`src/dds_pkg.sv`:
```
package dds_pkg;

  // Wave values travel as offset-binary Q1.15 plus one: u = w + 1.0, 0..65536.
  localparam int WAVE_BITS = 17;
  localparam logic [WAVE_BITS-1:0] ONE_Q15 = 17'd32768;
  localparam logic [WAVE_BITS-1:0] FULL_Q15 = 17'd65536;

  // Configuration port.
  localparam int CFG_IDX_BITS = 2;
  localparam int CFG_DATA_BITS = 32;
  localparam int STEP_BITS = 32;

  localparam logic [CFG_IDX_BITS-1:0] CFG_PHASE_STEP = 2'd0;
  localparam logic [CFG_IDX_BITS-1:0] CFG_WAVE_SHAPE = 2'd1;
  localparam logic [CFG_IDX_BITS-1:0] CFG_PEAK_CODE = 2'd2;

  // Reset values: 50 Hz at 8000 samples/s, and 60 V scaled to the DAC range.
  localparam logic [STEP_BITS-1:0] STEP_RESET = 32'd26843546;
  localparam int PEAK_RESET_BITS = 11;
  localparam logic [PEAK_RESET_BITS-1:0] PEAK_RESET = 11'd1100;

  typedef enum logic [1:0] {
    WAVE_SINE     = 2'd0,
    WAVE_SQUARE   = 2'd1,
    WAVE_SAWTOOTH = 2'd2,
    WAVE_TRIANGLE = 2'd3
  } wave_shape_t;

endpackage

```
`src/dds_phase.sv`:
```
module dds_phase #(
  parameter int PHASE_BITS = 32
) (
  input  logic                           clk,
  input  logic                           rst_n,
  input  logic                           in_valid,
  input  logic                           restart,
  output logic                           in_ready,
  input  logic [dds_pkg::STEP_BITS-1:0]  phase_step,
  output logic                           phase_valid,
  output logic [PHASE_BITS-1:0]          phase,
  input  logic                           phase_ready
);
  import dds_pkg::*;

  logic [PHASE_BITS-1:0] phase_acc_r;
  logic [PHASE_BITS-1:0] phase_acc_nxt;
  logic [PHASE_BITS-1:0] phase_r;
  logic                  valid_r;
  logic [PHASE_BITS-1:0] step_aligned;
  logic [PHASE_BITS-1:0] phase_eval;
  logic                  advance;
  logic                  accept;

  // The step is in units of 2^-32 turn; line it up with the accumulator.
  generate
    if (PHASE_BITS >= STEP_BITS) begin : g_step_wide
      logic [PHASE_BITS:0] step_ext;
      assign step_ext     = {phase_step, {(PHASE_BITS - STEP_BITS + 1){1'b0}}} >> 1;
      assign step_aligned = step_ext[PHASE_BITS-1:0];
    end else begin : g_step_narrow
      assign step_aligned = phase_step[STEP_BITS-1 -: PHASE_BITS];
    end
  endgenerate

  assign advance  = !valid_r || phase_ready;
  assign in_ready = advance;
  assign accept   = in_valid && advance;

  assign phase_eval    = restart ? '0 : phase_acc_r;
  assign phase_acc_nxt = phase_eval + step_aligned;

  always_ff @(posedge clk) begin
    if (!rst_n) begin
      phase_acc_r <= '0;
      valid_r     <= 1'b0;
    end else begin
      if (accept) begin
        phase_acc_r <= phase_acc_nxt;
      end
      if (advance) begin
        valid_r <= in_valid;
      end
    end
  end

  always_ff @(posedge clk) begin
    if (accept) begin
      phase_r <= phase_eval;
    end
  end

  assign phase_valid = valid_r;
  assign phase       = phase_r;

endmodule

```
`src/dds_wave.sv`:
```
module dds_wave #(
  parameter int PHASE_BITS       = 32,
  parameter int SINE_TABLE_DEPTH = 256
) (
  input  logic                           clk,
  input  logic                           rst_n,
  input  logic                           phase_valid,
  input  logic [PHASE_BITS-1:0]          phase,
  output logic                           phase_ready,
  input  dds_pkg::wave_shape_t           wave_shape,
  output logic                           wave_valid,
  output logic [dds_pkg::WAVE_BITS-1:0]  wave_u,
  input  logic                           wave_ready
);
  import dds_pkg::*;

  localparam int QUARTER = SINE_TABLE_DEPTH / 4;
  localparam int R_BITS  = $clog2(QUARTER);
  localparam int SEL_BITS = R_BITS + 1;
  localparam logic [63:0] QUARTER_W     = 64'(QUARTER);
  localparam logic [63:0] TWO_QUARTER_W = 64'(2 * QUARTER);
  localparam logic [63:0] PI_Q30        = 64'd3373259426;
  localparam logic [63:0] TAYLOR_DIV [1:12] = '{
    64'd6, 64'd20, 64'd42, 64'd72, 64'd110, 64'd156,
    64'd210, 64'd272, 64'd342, 64'd420, 64'd506, 64'd600
  };

  typedef logic [QUARTER:0][WAVE_BITS-1:0] sine_tab_t;

  // Quarter-wave sine, Taylor series in unsigned Q30, rounded to Q15.
  function automatic sine_tab_t build_tab();
    sine_tab_t          tab;
    logic [63:0]        x;
    logic [63:0]        term;
    logic signed [63:0] sum;
    tab = '0;
    for (int k = 0; k <= QUARTER; k++) begin
      x    = (PI_Q30 * 64'(k) + QUARTER_W) / TWO_QUARTER_W;
      term = x;
      sum  = signed'(x);
      for (int n = 1; n <= 12; n++) begin
        term = (((term * x) >> 30) * x) >> 30;
        term = term / TAYLOR_DIV[n];
        if ((n % 2) == 1) begin
          sum = sum - signed'(term);
        end else begin
          sum = sum + signed'(term);
        end
      end
      if (sum < 0) begin
        sum = 0;
      end
      sum = (sum + 64'sd16384) >>> 15;
      if (sum > 64'sd32768) begin
        sum = 64'sd32768;
      end
      tab[k] = sum[WAVE_BITS-1:0];
    end
    return tab;
  endfunction

  localparam sine_tab_t SINE_TAB = build_tab();

  logic [1:0]           quad;
  logic [R_BITS-1:0]    r;
  logic [SEL_BITS-1:0]  sel;
  logic [WAVE_BITS-1:0] sine_mag;
  logic [15:0]          p16;
  logic [WAVE_BITS-1:0] abs_d;
  logic [WAVE_BITS-1:0] u_nxt;
  logic [WAVE_BITS-1:0] u_r;
  logic                 valid_r;
  logic                 advance;

  assign quad = phase[PHASE_BITS-1 -: 2];
  assign r    = phase[PHASE_BITS-3 -: R_BITS];
  assign sel  = quad[0] ? (SEL_BITS'(QUARTER) - {1'b0, r}) : {1'b0, r};
  assign sine_mag = SINE_TAB[sel];

  assign p16 = phase[PHASE_BITS-1 -: 16];
  // |p16 - 32768|, which reaches 32768 at phase zero.
  assign abs_d = p16[15] ? {2'b00, p16[14:0]} : (ONE_Q15 - {1'b0, p16});

  always_comb begin
    case (wave_shape)
      WAVE_SINE:     u_nxt = quad[1] ? (ONE_Q15 - sine_mag) : (ONE_Q15 + sine_mag);
      WAVE_SQUARE:   u_nxt = phase[PHASE_BITS-1] ? '0 : FULL_Q15;
      WAVE_SAWTOOTH: u_nxt = {1'b0, p16};
      WAVE_TRIANGLE: u_nxt = {abs_d[WAVE_BITS-2:0], 1'b0};
      default:       u_nxt = ONE_Q15;
    endcase
  end

  assign advance     = !valid_r || wave_ready;
  assign phase_ready = advance;

  always_ff @(posedge clk) begin
    if (!rst_n) begin
      valid_r <= 1'b0;
    end else if (advance) begin
      valid_r <= phase_valid;
    end
  end

  always_ff @(posedge clk) begin
    if (advance && phase_valid) begin
      u_r <= u_nxt;
    end
  end

  assign wave_valid = valid_r;
  assign wave_u     = u_r;

endmodule

```
`src/dds_scale.sv`:
```
module dds_scale #(
  parameter int CODE_BITS = 11,
  parameter int PEAK_BITS = 11
) (
  input  logic                           clk,
  input  logic                           rst_n,
  input  logic                           wave_valid,
  input  logic [dds_pkg::WAVE_BITS-1:0]  wave_u,
  output logic                           wave_ready,
  input  logic [PEAK_BITS-1:0]           peak_code,
  output logic                           code_valid,
  output logic [CODE_BITS-1:0]           code,
  input  logic                           code_ready
);
  import dds_pkg::*;

  localparam int PROD_BITS = PEAK_BITS + WAVE_BITS + 1;

  logic [PROD_BITS-1:0] prod;
  logic [CODE_BITS-1:0] code_r;
  logic                 valid_r;
  logic                 advance;

  // Rounded peak * u / 65536; never exceeds the peak code.
  assign prod = PROD_BITS'(peak_code) * PROD_BITS'(wave_u) + PROD_BITS'(ONE_Q15);

  assign advance    = !valid_r || code_ready;
  assign wave_ready = advance;

  always_ff @(posedge clk) begin
    if (!rst_n) begin
      valid_r <= 1'b0;
    end else if (advance) begin
      valid_r <= wave_valid;
    end
  end

  always_ff @(posedge clk) begin
    if (advance && wave_valid) begin
      code_r <= prod[16 +: CODE_BITS];
    end
  end

  assign code_valid = valid_r;
  assign code       = code_r;

endmodule

```
`src/dds_waveform_generator.sv`:
```
// Direct digital synthesis drive-wave generator.
//
// Each beat on the in_ stream is one sample tick; in_tdata[0] is the restart
// flag, which clears the phase before that sample. For every input beat the
// block returns exactly one beat on the out_ stream carrying an unsigned DAC
// code between zero and the configured peak code.
//
// There are three register stages: a phase register, a wave register (table
// lookup or shape logic) and a code register after the peak multiply, in that
// order. Throughput is one sample per clock while out_tready is high; each
// stage moves whenever it is empty or the stage after it takes its beat, so a
// stall at out_tready backs up through the three stages before in_tready drops.
//
// Registers are written through cfg_wen/cfg_index/cfg_wdata: 0 phase step,
// 1 wave shape, 2 peak code; other indexes are ignored. The user must write
// them only while the stream is idle; the block itself does not enforce it.
// Reset (rst_n low, synchronous) empties the pipeline, zeroes the phase and
// loads the default step, sine shape and peak code.
module dds_waveform_generator #(
  parameter int PHASE_BITS       = 32,
  parameter int SINE_TABLE_DEPTH = 256,
  parameter int CODE_BITS        = 11
) (
  input  logic                                 clk,
  input  logic                                 rst_n,
  input  logic                                 in_tvalid,
  output logic                                 in_tready,
  input  logic [7:0]                           in_tdata,   // [0] restart
  output logic                                 out_tvalid,
  input  logic                                 out_tready,
  output logic [((CODE_BITS + 7) / 8) * 8-1:0] out_tdata,  // sample_code
  input  logic                                 cfg_wen,
  input  logic [dds_pkg::CFG_IDX_BITS-1:0]     cfg_index,
  input  logic [dds_pkg::CFG_DATA_BITS-1:0]    cfg_wdata
);
  import dds_pkg::*;

  localparam int OUT_BITS  = ((CODE_BITS + 7) / 8) * 8;
  localparam int PEAK_BITS = (CODE_BITS > PEAK_RESET_BITS) ? CODE_BITS : PEAK_RESET_BITS;

  logic [STEP_BITS-1:0]  phase_step_r;
  wave_shape_t           wave_shape_r;
  logic [PEAK_BITS-1:0]  peak_code_r;

  logic                  phase_valid;
  logic                  phase_ready;
  logic [PHASE_BITS-1:0] phase;
  logic                  wave_valid;
  logic                  wave_ready;
  logic [WAVE_BITS-1:0]  wave_u;
  logic [CODE_BITS-1:0]  code;

  always_ff @(posedge clk) begin
    if (!rst_n) begin
      phase_step_r <= STEP_RESET;
      wave_shape_r <= WAVE_SINE;
      peak_code_r  <= PEAK_BITS'(PEAK_RESET);
    end else if (cfg_wen) begin
      case (cfg_index)
        CFG_PHASE_STEP: phase_step_r <= cfg_wdata[STEP_BITS-1:0];
        CFG_WAVE_SHAPE: wave_shape_r <= wave_shape_t'(cfg_wdata[1:0]);
        CFG_PEAK_CODE:  peak_code_r  <= PEAK_BITS'(cfg_wdata[CODE_BITS-1:0]);
        default: ;
      endcase
    end
  end

  dds_phase #(
    .PHASE_BITS (PHASE_BITS)
  ) u_phase (
    .clk         (clk),
    .rst_n       (rst_n),
    .in_valid    (in_tvalid),
    .restart     (in_tdata[0]),
    .in_ready    (in_tready),
    .phase_step  (phase_step_r),
    .phase_valid (phase_valid),
    .phase       (phase),
    .phase_ready (phase_ready)
  );

  dds_wave #(
    .PHASE_BITS       (PHASE_BITS),
    .SINE_TABLE_DEPTH (SINE_TABLE_DEPTH)
  ) u_wave (
    .clk         (clk),
    .rst_n       (rst_n),
    .phase_valid (phase_valid),
    .phase       (phase),
    .phase_ready (phase_ready),
    .wave_shape  (wave_shape_r),
    .wave_valid  (wave_valid),
    .wave_u      (wave_u),
    .wave_ready  (wave_ready)
  );

  dds_scale #(
    .CODE_BITS (CODE_BITS),
    .PEAK_BITS (PEAK_BITS)
  ) u_scale (
    .clk        (clk),
    .rst_n      (rst_n),
    .wave_valid (wave_valid),
    .wave_u     (wave_u),
    .wave_ready (wave_ready),
    .peak_code  (peak_code_r),
    .code_valid (out_tvalid),
    .code       (code),
    .code_ready (out_tready)
  );

  assign out_tdata = OUT_BITS'(code);

endmodule

```
`config.mk`:
```
export PLATFORM = sky130hd
export DESIGN_NAME = dds_waveform_generator
export DESIGN_NICKNAME = d
export VERILOG_FILES = /design/src/dds_pkg.sv /design/src/dds_phase.sv /design/src/dds_wave.sv /design/src/dds_scale.sv /design/src/dds_waveform_generator.sv
export SDC_FILE = /design/constraint.sdc
export NUM_CORES = 1
export LEC_CHECK = 0
export ABC_CLOCK_PERIOD_IN_PS = 8550
export BUFFER_PORTS_ARGS = -buffer_cell sky130_fd_sc_hd__buf_2
export CAP_MARGIN = 25
export CORE_MARGIN = 5
export CORE_UTILIZATION = 60
export CTS_CLUSTER_DIAMETER = 30
export DETAILED_ROUTE_END_ITERATION = 12
export PLACE_DENSITY = 0.89
export SETUP_SLACK_MARGIN = 0.2
export SLEW_MARGIN = 20
export SYNTH_ARGS = -nofsm -noshare
export SYNTH_HDL_FRONTEND = slang
export SYNTH_SLANG_ARGS = --single-unit
```
`constraint.sdc`:
```
create_clock -name clk -period 8.55 [get_ports clk]
set_input_delay 0.4275 -clock clk [delete_from_list [all_inputs] [get_ports clk]]
set_output_delay 0.4275 -clock clk [all_outputs]
set_load 0.01 [all_outputs]
```
==> run summary <==
Run status -> complete, no violations
Largest net degree at the start of global routing -> 84
Initial Util -> 0.604
Layout cells sized above 1 -> 0.0730
Synth unique cells -> 86
Placer Congestion -> 0.945
Top_reg_cell synth -> dfxtp_1
Synth-to-Final Area Change -> 6.77%
Tmin final -> 6.94 ns
Final Hold Vio Count -> 0
Cell Rows -> 57
Sequential share of the synthesized area -> 0.201
Final core utilization -> 0.645
Cell area after synthesis -> 14600 um2
WS Path Type -> flip-flop to flip-flop
Vias/cell -> 6.13
Critical path's slowest cell -> dfxtp_1
Antenna Violating Nets Remaining -> 0
Most frequent cell after synthesis -> nand2_1
Met3 wire len -> 2750 um
Clk root buf -> clkbuf_16
Biggest area consumer among synthesized cells -> fa_1
Wire length on met2 -> 17900 um
CTS max path bufs -> 2
Clock skew -> 0.0142 ns
CTS clk-pin slew, worst paths -> 0.06 ns
Post_cts resized -> 0
Max-cap violations -> 0
EDFF count, synth -> 44
Worst Setup Start Kind -> flip-flop
Syn Area/Cell -> 8.34 um2
Relative slew margins -> 0.297
Syn Inst Count -> 1746
DRT met1 WL -> 14200 um
Hold_ws -> 0.219 ns
Worst Hold Class -> primary input to flip-flop
H-tree depth reported by CTS -> 4
1st-iter DRT viols -> 1140
Yosys warnings -> 0
Pwr/cell area -> 197 nW/um2
Ports -> 65
Vias in the first global route -> 12628
Inserted Clock Buffers -> 17
Nets@finish -> 2026
Diode count -> 0
Critical path data arrival time -> 7.10 ns
Final Setup Violations -> 0
Required time of the critical path -> 8.71 ns
Worst Max-Slew Pin Slew -> 1.05 ns
Initial antenna violation count -> 0
Die area -> 27500 um2
DRC -> 0
Routed vias -> 12643
Hold_buf cts -> 0
Clk Latency, worst-skew pair -> 0.42 ns
Tcrit/Tclk final -> 0.811
Top Family by Delay on Critical Path -> adder cells
Setup bufs post-CTS -> 0
GR Overflow Total -> 0
Routed WL -> 36100 um
Fmax -> 0.144 GHz
CORE AREA -> 24100 um2
Drt pass-1 iters -> 5
Tot Pwr -> 3050 uW
Tot GR Track Use -> 0.261
Die Height -> 166 um
Synth area leaders -> fa_1, dfxtp_1, ha_1
Synth top area share -> 0.183
Final slew viol count -> 0
CTS tree -> yes
Critical Path Max Stage Delay -> 0.80 ns
Buf/Inv on CP -> 3
IO buf count -> 52
Crit-path cells -> nand2_1, fa_1, inv_1, fa_1, fa_1, fa_1, inv_1, fa_1, inv_1, ha_1, a21o_1, a2111oi_0, nand2_1, a31oi_1, nor3_1, o211a_1, o21a_1, o21a_1, o41ai_1, xnor2_1
Synth Register Bits -> 124
Fin Setup TNS -> 0 ns
CP endpoint kind -> flip-flop
Critical-path maximum fanout -> 18
Asr flop ratio synth -> 0
Leak -> 0.00693 uW
Max VDD drop -> 175 uV
Die width -> 166 um
RSZ-0062 raised after global routing -> false
DPL Wire Length -> 25200 um
Drt wl/cell -> 17.5 um
Final-layout fill cell count -> 1881
First-pass GRT wire length -> 61100 um
Top cells by count, synth -> nand2_1, inv_1, fa_1, ha_1, and2_1
Cell mode on critical path -> fa_1
Top routing layer in use -> met4
CTS sink count -> 124
## layer usage
metal | GRT usage | up-vias
met3 | 0.0443 | 111
li1 | - | 5818
met1 | 0.336 | 6088
met2 | 0.449 | 626
met4 | 0.0904 | 0
met5 | 0 | -
## path summary, 6_finish.rpt
path                          start                endpoint  slack [ns]  cells after the start
max                  peak_code_r[7]        u_scale.code[10]        1.61                     20
min                   cfg_wdata[15]        phase_step_r[15]        0.22                      3
max reg2reg          peak_code_r[7]        u_scale.code[10]        1.61                     20
min reg2reg  u_phase.phase_acc_r[3]  u_phase.phase_acc_r[3]        0.46                      2
## cells in the final DEF, fill, tap and decap left out, types with 5 or more instances in the layout
master,instances
fa_1,133
clkbuf_16,17
and3_1,5
buf_4,20
conb_1,5
buf_2,52
dfxtp_1,80
nor3_1,21
edfxtp_1,44
inv_1,185
a21oi_1,65
and2_1,107
nand2b_1,10
nand3b_1,5
a21boi_0,33
o41ai_1,5
a2111oi_0,7
o22ai_1,7
o211ai_1,25
o211a_1,6
mux2i_1,10
nor2b_1,48
o311ai_0,5
nand2_1,278
nor2_1,58
o21a_1,13
a311oi_1,5
nand3_1,43
o31ai_1,11
o21ai_0,78
xnor2_1,48
a211oi_1,14
or3_1,7
a21o_1,27
ha_1,120
xor2_1,17
a31oi_1,15
nand4_1,5
## metrics by stage
step	area [um2]	cells	worst slack, ns
after floorplan	14600	1750	2.55
after global placement	14900	2030	1.80
after detailed placement	14900	2030	1.66
after CTS	15500	2062	1.61
after global routing	15500	2063	1.42
final	15500	2063	1.61
## sequential cells by signal, summed over array words and instances (netlist names)
signal	cells
phase_step_r	32
u_scale.code	11
peak_code_r	11
wave_shape_r	2
u_wave.wave_u	17
u_phase.phase_valid	1
u_phase.phase	16
u_scale.code_valid	1
u_phase.phase_acc_r	32
u_wave.wave_valid	1
## logic make-up (layout without fill, tap and decap cells)
group                      after synthesis  in the layout  synth area share
muxes                                   10             10           0.00688
buffers and inverters                  304            293            0.0813
DFF                                    124            124             0.201
xor gates and xnor gates                68             68            0.0427
AOI/OAI and AO/OA                      372            372             0.177
other                                    1              5          0.000258
and+or+nand+nor                        614            614             0.205
adders and majority gates              253            253             0.286
## area by class of cell
type                            instances  area, um2  area share
Inverter                              188        706      0.0454
Multi-Input combinational cell       1322      10500       0.674
Timing Repair Buffer                   73        425      0.0274
Clock inverter                         14        166      0.0107
Sequential cell                       124       2920       0.188
Tap cell                              324        405      0.0261
Clock buffer                           18        439      0.0283
## power by group
| group | internal [uW] | leakage, uW | switching, uW | total (uW) |
|---|---|---|---|---|
| Combinational | 668 | 0.00556 | 882 | 1550 |
| Clock | 466 | 0.000291 | 278 | 744 |
| Sequential | 704 | 0.00108 | 55.8 | 760 |
## worst register-to-register path: cells and delay by family (launching register included)
family                     cells  cell delay (ns)
AOI/OAI and AO/OA              7             2.15
DFF                            1             0.80
buffers and inverters          3             0.16
and+or+nand+nor                3             0.49
xor gates and xnor gates       1             0.12
adders and majority gates      6             2.97
No activity file was read; power rests on OpenSTA's default activity.
